$ cat config.mk
export PLATFORM = sky130hd
export DESIGN_NAME = telnet_line_receiver_flat
export DESIGN_NICKNAME = d
export VERILOG_FILES = /design/src/rtl/tlr_pkg.sv /design/src/rtl/tlr_if.sv /design/src/rtl/tlr_parser.sv /design/src/rtl/telnet_line_receiver.sv /design/src/flat_wrapper.sv
export SDC_FILE = /design/constraint.sdc
export NUM_CORES = 1
export LEC_CHECK = 0
export BUFFER_PORTS_ARGS = -buffer_cell sky130_fd_sc_hd__buf_2
export CAP_MARGIN = 20
export CORE_MARGIN = 4
export CORE_UTILIZATION = 60
export CTS_BUF_LIST = sky130_fd_sc_hd__clkbuf_4
export DETAILED_ROUTE_END_ITERATION = 16
export GPL_TIMING_DRIVEN = 0
export MAX_ROUTING_LAYER = met4
export PLACE_DENSITY = 0.81
export RECOVER_POWER = 50
export SLEW_MARGIN = 5
export SYNTH_ARGS = -nofsm -noshare
export SYNTH_HDL_FRONTEND = slang
export SYNTH_SLANG_ARGS = --single-unit
$ cat constraint.sdc
create_clock -name clk -period 9.8 [get_ports clk]
set_input_delay 0.49 -clock clk [delete_from_list [all_inputs] [get_ports clk]]
set_output_delay 0.49 -clock clk [all_outputs]
set_load 0.01 [all_outputs]
$ cat src/rtl/tlr_pkg.sv
// ----------------------------------------------------------------------------
// tlr_pkg
// Types and constants shared by the telnet line receiver: result kinds,
// telnet command and option bytes, and the burst descriptor that carries the
// results of one received byte.
// ----------------------------------------------------------------------------
package tlr_pkg;

  // Result kinds as seen on the result channel.
  localparam logic [2:0] K_APPEND    = 3'd0;
  localparam logic [2:0] K_ERASE     = 3'd1;
  localparam logic [2:0] K_LINE_END  = 3'd2;
  localparam logic [2:0] K_REPLY     = 3'd3;
  localparam logic [2:0] K_COMPRESS  = 3'd4;
  localparam logic [2:0] K_WIN_SIZE  = 3'd5;
  localparam logic [2:0] K_TYPE_CHAR = 3'd6;
  localparam logic [2:0] K_TYPE_END  = 3'd7;

  // Telnet command bytes.
  localparam logic [7:0] TN_IAC  = 8'd255;
  localparam logic [7:0] TN_DONT = 8'd254;
  localparam logic [7:0] TN_DO   = 8'd253;
  localparam logic [7:0] TN_WONT = 8'd252;
  localparam logic [7:0] TN_WILL = 8'd251;
  localparam logic [7:0] TN_SB   = 8'd250;
  localparam logic [7:0] TN_SE   = 8'd240;

  // Telnet options and subnegotiation codes.
  localparam logic [7:0] OPT_ECHO      = 8'd1;
  localparam logic [7:0] OPT_TTYPE     = 8'd24;
  localparam logic [7:0] OPT_NAWS      = 8'd31;
  localparam logic [7:0] OPT_COMPRESS1 = 8'd85;
  localparam logic [7:0] OPT_COMPRESS2 = 8'd86;
  localparam logic [7:0] TTYPE_SEND    = 8'd1;

  // Text bytes with a meaning of their own.
  localparam logic [7:0] CH_BS    = 8'd8;
  localparam logic [7:0] CH_DEL   = 8'd127;
  localparam logic [7:0] CH_SPACE = 8'd32;

  // Shapes of result bursts.
  localparam logic [1:0] B_ONE    = 2'd0;  // a single result from the descriptor
  localparam logic [1:0] B_WONT   = 2'd1;  // IAC WONT option
  localparam logic [1:0] B_TTYPE  = 2'd2;  // terminal type SEND subnegotiation
  localparam logic [1:0] B_APPEND = 2'd3;  // append followed by a forced line end

  typedef struct packed {
    logic [1:0]  bkind;
    logic [2:0]  kind;
    logic [7:0]  data;
    logic [11:0] position;
    logic [15:0] win_width;
    logic [15:0] win_height;
  } tlr_burst_t;

  // Number of results in a burst of the given shape.
  function automatic logic [2:0] burst_count(input logic [1:0] bkind);
    logic [2:0] n;
    case (bkind)
      B_ONE:    n = 3'd1;
      B_WONT:   n = 3'd3;
      B_TTYPE:  n = 3'd6;
      B_APPEND: n = 3'd2;
      default:  n = 3'd1;
    endcase
    return n;
  endfunction

  // Bytes of the terminal type query: IAC SB TTYPE SEND IAC SE.
  function automatic logic [7:0] ttype_byte(input logic [2:0] idx);
    logic [7:0] b;
    case (idx)
      3'd0:    b = TN_IAC;
      3'd1:    b = TN_SB;
      3'd2:    b = OPT_TTYPE;
      3'd3:    b = TTYPE_SEND;
      3'd4:    b = TN_IAC;
      3'd5:    b = TN_SE;
      default: b = TN_SE;
    endcase
    return b;
  endfunction

endpackage

$ cat src/rtl/tlr_if.sv
// ----------------------------------------------------------------------------
// tlr_byte_if / tlr_result_if
// Valid/ready channels of the telnet line receiver: one for received bytes
// and one for result requests.
// ----------------------------------------------------------------------------
interface tlr_byte_if;
  logic       valid;
  logic       ready;
  logic [7:0] rx_byte;

  modport source (output valid, output rx_byte, input ready);
  modport sink   (input valid, input rx_byte, output ready);
endinterface

interface tlr_result_if;
  logic        valid;
  logic        ready;
  logic [2:0]  kind;
  logic [7:0]  data;
  logic [11:0] position;
  logic [15:0] win_width;
  logic [15:0] win_height;
  logic        last;

  modport source (output valid, output kind, output data, output position,
                  output win_width, output win_height, output last, input ready);
  modport sink   (input valid, input kind, input data, input position,
                  input win_width, input win_height, input last, output ready);
endinterface

$ cat src/rtl/tlr_parser.sv
// ----------------------------------------------------------------------------
// tlr_parser
// Parse state of the telnet line receiver. Decodes one byte per step into a
// result burst descriptor and advances the line, command and subnegotiation
// state.
// ----------------------------------------------------------------------------
module tlr_parser #(
  parameter int LINE_MAX = 4096
) (
  input  logic               clk,
  input  logic               rst_n,
  input  logic               step,
  input  logic [7:0]         rx_byte,
  output logic               has_res,
  output tlr_pkg::tlr_burst_t desc
);
  import tlr_pkg::*;

  localparam int LPW = $clog2(LINE_MAX);
  localparam logic [LPW-1:0] LP_LAST = LPW'(LINE_MAX - 2);

  // Parser modes.
  localparam logic [2:0] M_TEXT = 3'd0;
  localparam logic [2:0] M_CMD  = 3'd1;
  localparam logic [2:0] M_DONT = 3'd2;
  localparam logic [2:0] M_DO   = 3'd3;
  localparam logic [2:0] M_WILL = 3'd4;
  localparam logic [2:0] M_WONT = 3'd5;
  localparam logic [2:0] M_SUB  = 3'd6;

  logic [2:0]      mode_r, mode_nxt;
  logic [LPW-1:0]  lp_r, lp_nxt;
  logic [7:0]      sub_opt_r, sub_opt_nxt;
  logic [2:0]      sub_idx_r, sub_idx_nxt;
  logic [3:0][7:0] size_r, size_nxt;
  logic            stopped_r, stopped_nxt;

  // Line position as seen on the 12-bit position field.
  function automatic logic [11:0] pos12(input logic [LPW-1:0] v);
    logic [LPW+11:0] e;
    e = {12'd0, v};
    return e[11:0];
  endfunction

  // Decode of the current byte against the parse state.
  always_comb begin
    mode_nxt    = mode_r;
    lp_nxt      = lp_r;
    sub_opt_nxt = sub_opt_r;
    sub_idx_nxt = sub_idx_r;
    size_nxt    = size_r;
    stopped_nxt = stopped_r;
    has_res     = 1'b0;
    desc        = '0;
    desc.bkind  = B_ONE;
    case (mode_r)
      M_TEXT: begin
        if (rx_byte == TN_IAC) begin
          mode_nxt = M_CMD;
        end else if (rx_byte <= CH_SPACE && lp_r == '0) begin
          has_res   = 1'b1;
          desc.kind = K_LINE_END;
        end else if ((rx_byte inside {CH_BS, CH_DEL}) && lp_r != '0) begin
          lp_nxt        = lp_r - 1'b1;
          has_res       = 1'b1;
          desc.kind     = K_ERASE;
          desc.position = pos12(lp_r - 1'b1);
        end else if (rx_byte < CH_SPACE) begin
          has_res       = 1'b1;
          desc.kind     = K_LINE_END;
          desc.position = pos12(lp_r);
          lp_nxt        = '0;
        end else begin
          has_res       = 1'b1;
          desc.kind     = K_APPEND;
          desc.data     = rx_byte;
          desc.position = pos12(lp_r);
          if (lp_r >= LP_LAST) begin
            desc.bkind = B_APPEND;
            lp_nxt     = '0;
          end else begin
            lp_nxt = lp_r + 1'b1;
          end
        end
      end
      M_CMD: begin
        case (rx_byte)
          TN_DONT: mode_nxt = M_DONT;
          TN_DO:   mode_nxt = M_DO;
          TN_WILL: mode_nxt = M_WILL;
          TN_WONT: mode_nxt = M_WONT;
          TN_SB: begin
            mode_nxt    = M_SUB;
            sub_opt_nxt = '0;
            sub_idx_nxt = '0;
            size_nxt    = '0;
            stopped_nxt = 1'b0;
          end
          default: mode_nxt = M_TEXT;
        endcase
      end
      M_DONT: begin
        has_res    = 1'b1;
        desc.bkind = B_WONT;
        desc.kind  = K_REPLY;
        desc.data  = rx_byte;
        mode_nxt   = M_TEXT;
      end
      M_DO: begin
        if (rx_byte == OPT_COMPRESS2) begin
          has_res   = 1'b1;
          desc.kind = K_COMPRESS;
          desc.data = 8'd2;
        end else if (rx_byte == OPT_COMPRESS1) begin
          has_res   = 1'b1;
          desc.kind = K_COMPRESS;
          desc.data = 8'd1;
        end else if (rx_byte != OPT_ECHO) begin
          has_res    = 1'b1;
          desc.bkind = B_WONT;
          desc.kind  = K_REPLY;
          desc.data  = rx_byte;
        end
        mode_nxt = M_TEXT;
      end
      M_WILL: begin
        if (rx_byte == OPT_TTYPE) begin
          has_res    = 1'b1;
          desc.bkind = B_TTYPE;
          desc.kind  = K_REPLY;
        end
        mode_nxt = M_TEXT;
      end
      M_WONT: begin
        mode_nxt = M_TEXT;
      end
      M_SUB: begin
        if (rx_byte == TN_SE) begin
          if (sub_idx_r != '0 && sub_opt_r == OPT_NAWS) begin
            has_res         = 1'b1;
            desc.kind       = K_WIN_SIZE;
            desc.win_width  = {size_r[0], size_r[1]};
            desc.win_height = {size_r[2], size_r[3]};
          end else if (sub_idx_r != '0 && sub_opt_r == OPT_TTYPE) begin
            has_res   = 1'b1;
            desc.kind = K_TYPE_END;
          end
          mode_nxt = M_TEXT;
        end else begin
          if (sub_idx_r == '0) begin
            sub_opt_nxt = rx_byte;
          end else if (sub_opt_r == OPT_NAWS) begin
            if (sub_idx_r <= 3'd4) begin
              size_nxt[2'(sub_idx_r - 1'b1)] = rx_byte;
            end
          end else if (sub_opt_r == OPT_TTYPE && sub_idx_r >= 3'd2) begin
            if (rx_byte == TN_IAC) begin
              stopped_nxt = 1'b1;
            end else if (!stopped_r) begin
              has_res   = 1'b1;
              desc.kind = K_TYPE_CHAR;
              desc.data = rx_byte;
            end
          end
          if (sub_idx_r != 3'd7) begin
            sub_idx_nxt = sub_idx_r + 1'b1;
          end
        end
      end
      default: begin
        mode_nxt = M_TEXT;
      end
    endcase
  end

  // State registers advance once per processed byte.
  always_ff @(posedge clk) begin
    if (!rst_n) begin
      mode_r    <= M_TEXT;
      lp_r      <= '0;
      sub_opt_r <= '0;
      sub_idx_r <= '0;
      size_r    <= '0;
      stopped_r <= 1'b0;
    end else if (step) begin
      mode_r    <= mode_nxt;
      lp_r      <= lp_nxt;
      sub_opt_r <= sub_opt_nxt;
      sub_idx_r <= sub_idx_nxt;
      size_r    <= size_nxt;
      stopped_r <= stopped_nxt;
    end
  end

`ifndef NO_ASSERTIONS
  // The line never holds more than LINE_MAX-2 characters between bytes.
  a_lp_bound: assert property (@(posedge clk) disable iff (!rst_n)
    lp_r <= LP_LAST)
    else $error("line position beyond line limit");

  // The line position only moves on a byte taken in text mode.
  a_lp_text: assert property (@(posedge clk) disable iff (!rst_n)
    $past(rst_n) && lp_r != $past(lp_r) |-> $past(mode_r) == M_TEXT && $past(step))
    else $error("line position moved outside text mode");

  // Terminal type streaming stops only inside a subnegotiation.
  a_stop_sub: assert property (@(posedge clk) disable iff (!rst_n)
    $past(rst_n) && $rose(stopped_r) |-> $past(mode_r) == M_SUB)
    else $error("type stop set outside subnegotiation");
`endif

endmodule

$ cat src/rtl/telnet_line_receiver.sv
// A byte accepted into the input register is decoded by the parser, and its
// burst is loaded into the burst register, from which its results are offered.
// Throughput: one byte per cycle while the burst register is free. Results
// leave at one per cycle while the receiver is ready; a reply of three or six
// bytes holds input until it drains. Bytes with no result never wait.
// Reset: synchronous, active low; returns to text mode with an empty line.
// ----------------------------------------------------------------------------
// telnet_line_receiver
// Splits received telnet bytes into line editing requests and option
// negotiation replies. An input register feeds the parser; a result register
// holds its burst descriptor and unrolls it one request a cycle while ready.
// ----------------------------------------------------------------------------
module telnet_line_receiver #(
  parameter int LINE_MAX = 4096
) (
  input  logic          clk,
  input  logic          rst_n,
  tlr_byte_if.sink      in_ch,
  tlr_result_if.source  out_ch
);
  import tlr_pkg::*;

  logic       in_v_r;
  logic [7:0] in_b_r;
  logic       burst_v_r;
  tlr_burst_t desc_r;
  logic [2:0] idx_r;

  logic       has_res;
  tlr_burst_t desc;
  logic       last_now;
  logic       out_fire;
  logic       drain;
  logic       step;

  tlr_parser #(.LINE_MAX(LINE_MAX)) u_parser (
    .clk     (clk),
    .rst_n   (rst_n),
    .step    (step),
    .rx_byte (in_b_r),
    .has_res (has_res),
    .desc    (desc)
  );

  // Handshake between the input register and the burst register.
  assign last_now = idx_r == burst_count(desc_r.bkind) - 1'b1;
  assign out_fire = burst_v_r && out_ch.ready;
  assign drain    = out_fire && last_now;
  assign step     = in_v_r && (!has_res || !burst_v_r || drain);
  assign in_ch.ready = !in_v_r || step;

  // Input register.
  always_ff @(posedge clk) begin
    if (!rst_n) begin
      in_v_r <= 1'b0;
    end else if (in_ch.ready) begin
      in_v_r <= in_ch.valid;
    end
  end

  always_ff @(posedge clk) begin
    if (in_ch.ready && in_ch.valid) begin
      in_b_r <= in_ch.rx_byte;
    end
  end

  // Burst register and request index.
  always_ff @(posedge clk) begin
    if (!rst_n) begin
      burst_v_r <= 1'b0;
      idx_r     <= '0;
    end else if (step && has_res) begin
      burst_v_r <= 1'b1;
      idx_r     <= '0;
    end else if (drain) begin
      burst_v_r <= 1'b0;
    end else if (out_fire) begin
      idx_r <= idx_r + 1'b1;
    end
  end

  always_ff @(posedge clk) begin
    if (step && has_res) begin
      desc_r <= desc;
    end
  end

  // Request fields for the current place in the burst.
  always_comb begin
    out_ch.valid      = burst_v_r;
    out_ch.last       = last_now;
    out_ch.kind       = desc_r.kind;
    out_ch.data       = desc_r.data;
    out_ch.position   = desc_r.position;
    out_ch.win_width  = desc_r.win_width;
    out_ch.win_height = desc_r.win_height;
    case (desc_r.bkind)
      B_ONE: begin
      end
      B_WONT: begin
        if (idx_r == 3'd0) begin
          out_ch.data = TN_IAC;
        end else if (idx_r == 3'd1) begin
          out_ch.data = TN_WONT;
        end
      end
      B_TTYPE: begin
        out_ch.data = ttype_byte(idx_r);
      end
      B_APPEND: begin
        if (idx_r != 3'd0) begin
          out_ch.kind     = K_LINE_END;
          out_ch.data     = '0;
          out_ch.position = desc_r.position + 1'b1;
        end
      end
      default: begin
      end
    endcase
  end

`ifndef NO_ASSERTIONS
  // The request index stays inside the burst.
  a_idx_range: assert property (@(posedge clk) disable iff (!rst_n)
    burst_v_r |-> idx_r < burst_count(desc_r.bkind))
    else $error("burst index beyond burst length");

  // A byte waiting for the burst register is held unchanged.
  a_in_hold: assert property (@(posedge clk) disable iff (!rst_n)
    in_v_r && !step |=> in_v_r && $stable(in_b_r))
    else $error("waiting byte lost or changed");

  // A finished burst with nothing behind it leaves the result channel idle.
  a_drain_idle: assert property (@(posedge clk) disable iff (!rst_n)
    drain && !(step && has_res) |=> !burst_v_r)
    else $error("result offered after burst drained");
`endif

endmodule

$ cat src/flat_wrapper.sv
// flat-port wrapper written by rule: the top's interface ports become plain ports
module telnet_line_receiver_flat import tlr_pkg::*;
#(
  parameter int LINE_MAX = 4096
)
  (clk, rst_n, in_ch_valid, in_ch_rx_byte, in_ch_ready, out_ch_valid, out_ch_kind, out_ch_data, out_ch_position, out_ch_win_width, out_ch_win_height, out_ch_last, out_ch_ready);
  tlr_byte_if in_ch_i ();
  tlr_result_if out_ch_i ();
  input  logic clk;
  input  logic rst_n;
  input wire logic [$bits(in_ch_i.valid)-1:0] in_ch_valid;
  input wire logic [$bits(in_ch_i.rx_byte)-1:0] in_ch_rx_byte;
  output wire logic [$bits(in_ch_i.ready)-1:0] in_ch_ready;
  output wire logic [$bits(out_ch_i.valid)-1:0] out_ch_valid;
  output wire logic [$bits(out_ch_i.kind)-1:0] out_ch_kind;
  output wire logic [$bits(out_ch_i.data)-1:0] out_ch_data;
  output wire logic [$bits(out_ch_i.position)-1:0] out_ch_position;
  output wire logic [$bits(out_ch_i.win_width)-1:0] out_ch_win_width;
  output wire logic [$bits(out_ch_i.win_height)-1:0] out_ch_win_height;
  output wire logic [$bits(out_ch_i.last)-1:0] out_ch_last;
  input wire logic [$bits(out_ch_i.ready)-1:0] out_ch_ready;
  assign in_ch_i.valid = in_ch_valid;
  assign in_ch_i.rx_byte = in_ch_rx_byte;
  assign in_ch_ready = in_ch_i.ready;
  assign out_ch_valid = out_ch_i.valid;
  assign out_ch_kind = out_ch_i.kind;
  assign out_ch_data = out_ch_i.data;
  assign out_ch_position = out_ch_i.position;
  assign out_ch_win_width = out_ch_i.win_width;
  assign out_ch_win_height = out_ch_i.win_height;
  assign out_ch_last = out_ch_i.last;
  assign out_ch_i.ready = out_ch_ready;
  telnet_line_receiver #(.LINE_MAX(LINE_MAX)) u_core (.clk(clk), .rst_n(rst_n), .in_ch(in_ch_i), .out_ch(out_ch_i));
endmodule
==> metrics.md <==
| Metric | Value |
|---|---|
| Largest net degree at the start of global routing | `38` |
| Clock latency on the worst-skew pair | `between 500 and 600 ps` |
| Crit path max fanout | `10` |
| Worst Tran Pin Value | `roughly 1300 ps` |
| Drt first pass iters | `6` |
| Row count | `38` |
| Post-DR vias/cell | `around 5.9` |
| Filler cells | `838` |
| Largest cells by area after synthesis | `edfxtp_1, dfxtp_1, a22o_1` |
| Vias in the first global route | `a little over 5000` |
| Die height | `between 100 and 150 µm` |
| Ys Warns | `0` |
| Average size of a mapped cell | `roughly 9.9 µm²` |
| HPWL Detailed | `approximately 12000 µm` |
| Async set-or-reset flop fraction in the synthesized netlist | `0` |
| Top-Level Pins | `70` |
| Pins Over Slew Limit | `0` |
| Post-route ant nets | `0` |
| Post-CTS Hold Buffers | `0` |
| Initial Util | `0.6191` |
| Die area | `around 0.013 mm²` |
| Commonest non-fill, non-tap cell in the layout | `clkbuf_1` |
| RSZ-0062 raised after global routing | `no` |
| Peak VDD IR | `between 0.1 and 0.15 mV` |
| Cell count after synthesis | `681` |
| Final Skew | `25.39 ps` |
| Htree depth | `4` |
| Worst R2R Setup Slack | `6050 ps` |
| Yosys cell types | `78` |
| Max Root-Sink Buffers | `2` |
| CTS root buf | `clkbuf_4` |
| Max_cap viols | `0` |
| Final Instance Area | `0.007542 mm²` |
| Fin. Hold Viols | `0` |
| Final period util | `0.4092` |
| WP data required | `roughly 9300 ps` |
| DR iter-0 viols | `between 400 and 500` |
| Post-layout minimum cycle time | `4010 ps` |
| CP Capture Type | `output pin` |
| Share of cells above drive strength 1 | `0.1429` |
| Post-synth EDFFs | `65` |
| Number of antenna violations at the first check in global routing | `0` |
| Synth-to-Final Area Change | `11.40%` |
| CTS tree | `built` |
| Core area | `0.01094 mm²` |
| Setup Crit Path Kind | `reg2out` |
| Die X | `114.2 µm` |
| Final #Nets | `about 800` |
| Setup bufs post-CTS | `0` |
| Crit path DAT | `3520 ps` |
| Footprint of the multi-input gates | `0.003015 mm²` |
| Most frequent cells in the layout | `clkbuf_1, edfxtp_1, dfxtp_1, nor2_1, nand2_1` |
| Diodes inserted | `0` |
| Post-Route WL | `between 15000 and 20000 µm` |
| Gpl congestion | `between 0.9 and 1` |
| Status | `completed` |
| Seq. cell area | `between 0.003 and 0.004 mm²` |
| Synthesized flop and latch total | `approximately 130` |
| Sequential-to-total area share from yosys stat | `0.4775` |
| Final Setup Violations | `0` |
| Port bufs | `between 60 and 70` |
| Total track usage | `0.2593` |
| Worst-path clk slew | `around 120 ps` |
| Syn nets | `about 710` |
| Post-Syn Area | `about 0.0068 mm²` |
| Min-delay worst type | `in2reg` |
| DRC violations left | `0` |
| Fmax | `roughly 250 MHz` |
| Max_slew headroom | `0.1107` |
| Leak | `~0.0028 µW` |
| Resized cells post-CTS | `0` |
| CTS Sinks | `roughly 130` |
| Synth Flop Type | `edfxtp_1` |
| Remaining Overflow, GRT | `0` |
| CTS Buf Count | `17` |
| Placed Area | `roughly 0.0073 mm²` |
| Area leader, netlist | `edfxtp_1` |
| Synth top area share | `0.2883` |
| Power density over the cells | `between 100 and 150 mW/mm²` |
| Post-DR wirelength/cell | `between 15 and 20 µm` |
| Global-route wire length before repair | `about 26000 µm` |
| Setup_tns | `0 ps` |
| Vias | `between 5000 and 6000` |
| Startpoint Class | `flip-flop` |
==> kinds of logic after synthesis <==
| logic type | synth area share |
|---|---|
| buffers and inverters | 0.07170 |
| DFF | 0.4775 |
| and+or+nand+nor | 0.1983 |
| AOI/OAI and AO/OA | 0.1813 |
| adders and majority gates | 0.02957 |
| xor gates and xnor gates | 0.03234 |
| muxes | 0.009240 |
==> cell type report <==
| type | instances | share of cell area |
|---|---|---|
| plain buffers | 75 | 0.05508 |
| clock buffers | 18 | 0.01792 |
| clock inverters | 14 | 0.02505 |
| inverters | 16 | 0.007963 |
| multi-input cells | 461 | 0.3998 |
| flip-flops and latches | 129 | 0.4287 |
| well taps | 140 | 0.02322 |
| repair buffers | 71 | 0.04230 |
==> report_power, final <==
| part | internal, µW | leakage (µW) | switching [µW] |
|---|---|---|---|
| clock network | 205 | 0.000170 | 199 |
| logic | 35.6 | 0.00147 | 66.6 |
| registers | 580 | 0.00115 | 7.92 |
| total | 821 | 0.00279 | 274 |
==> worst paths after layout <==
kind	from	to	depth (start not counted)
setup / recovery	u_core.in_b_r[4]	in_ch_ready	7
hold / removal	in_ch_rx_byte[7]	u_core.in_b_r[7]	1
setup reg to reg	u_core.in_b_r[0]	u_core.u_parser.lp_r[3]	7
hold reg to reg	u_core.u_parser.size_r[14]	u_core.u_parser.size_r[14]	1
==> cell usage after synthesis (4+ instances only) <==
master / count
nand4_1: 10
buf_2: 7
a31oi_1: 4
ha_1: 16
o21ai_0: 17
inv_1: 15
xnor2_1: 14
nand3_1: 18
or3_1: 5
o31ai_1: 4
nor3_1: 18
a22oi_1: 9
clkbuf_1: 32
o21a_1: 13
nor4_1: 5
mux2i_1: 4
and2_1: 40
dfxtp_1: 64
nand2b_1: 5
edfxtp_1: 65
xor2_1: 11
and3_1: 6
and4_1: 4
nor2_1: 63
a22o_1: 32
buf_4: 32
nand3b_1: 4
nand2_1: 44
nor2b_1: 9
a32o_1: 5
a21oi_1: 31
==> worst max-delay path, stage by stage, from the launching register on <==
cell      delay (ps)
edfxtp_1         450
clkbuf_1         320
nor4_1           470
a41oi_1          230
or3_1            400
o31ai_1          720
or2_2            280
buf_2            140
==> sequential cells by signal, indices dropped and copies added, names as in the netlist <==
name / cells
u_core.u_parser.size_r: 32
u_core.desc_r: 25
u_core.out_ch.win_height: 16
u_core.out_ch.win_width: 16
u_core.u_parser.lp_r: 12
u_core.in_b_r: 8
u_core.u_parser.sub_opt_r: 8
u_core.idx_r: 3
u_core.u_parser.mode_r: 3
u_core.u_parser.sub_idx_r: 3
u_core.in_v_r: 1
u_core.out_ch.valid: 1
u_core.u_parser.stopped_r: 1
==> per-stage QoR <==
stage	utilization	hold slack [ps]	cells	setup WS [ps]	power [µW]
after floorplan	-	440.6	681	5213	668.4
after global placement	0.6667	453.2	890	4165	702.0
final	0.6897	129.4	924	5790	1095
after detailed placement	0.6692	455.3	891	6355	705.1
after global routing	0.6897	92.59	924	5619	1139
after CTS	0.6989	96.59	923	5744	1102
==> per-layer routing <==
metal / wire (µm) / global-route usage / vias up / share of wire
li1: - / - / 2665 / -
met1: 7090 / 0.3417 / 2578 / 0.44
met2: 7455 / 0.3993 / 223 / 0.46
met3: 1149 / 0.05285 / 30 / 0.072
met4: 348 / 0.09422 / 0 / 0.022
met5: 0 / - / - / 0
No activity file was read; power rests on OpenSTA's default activity.
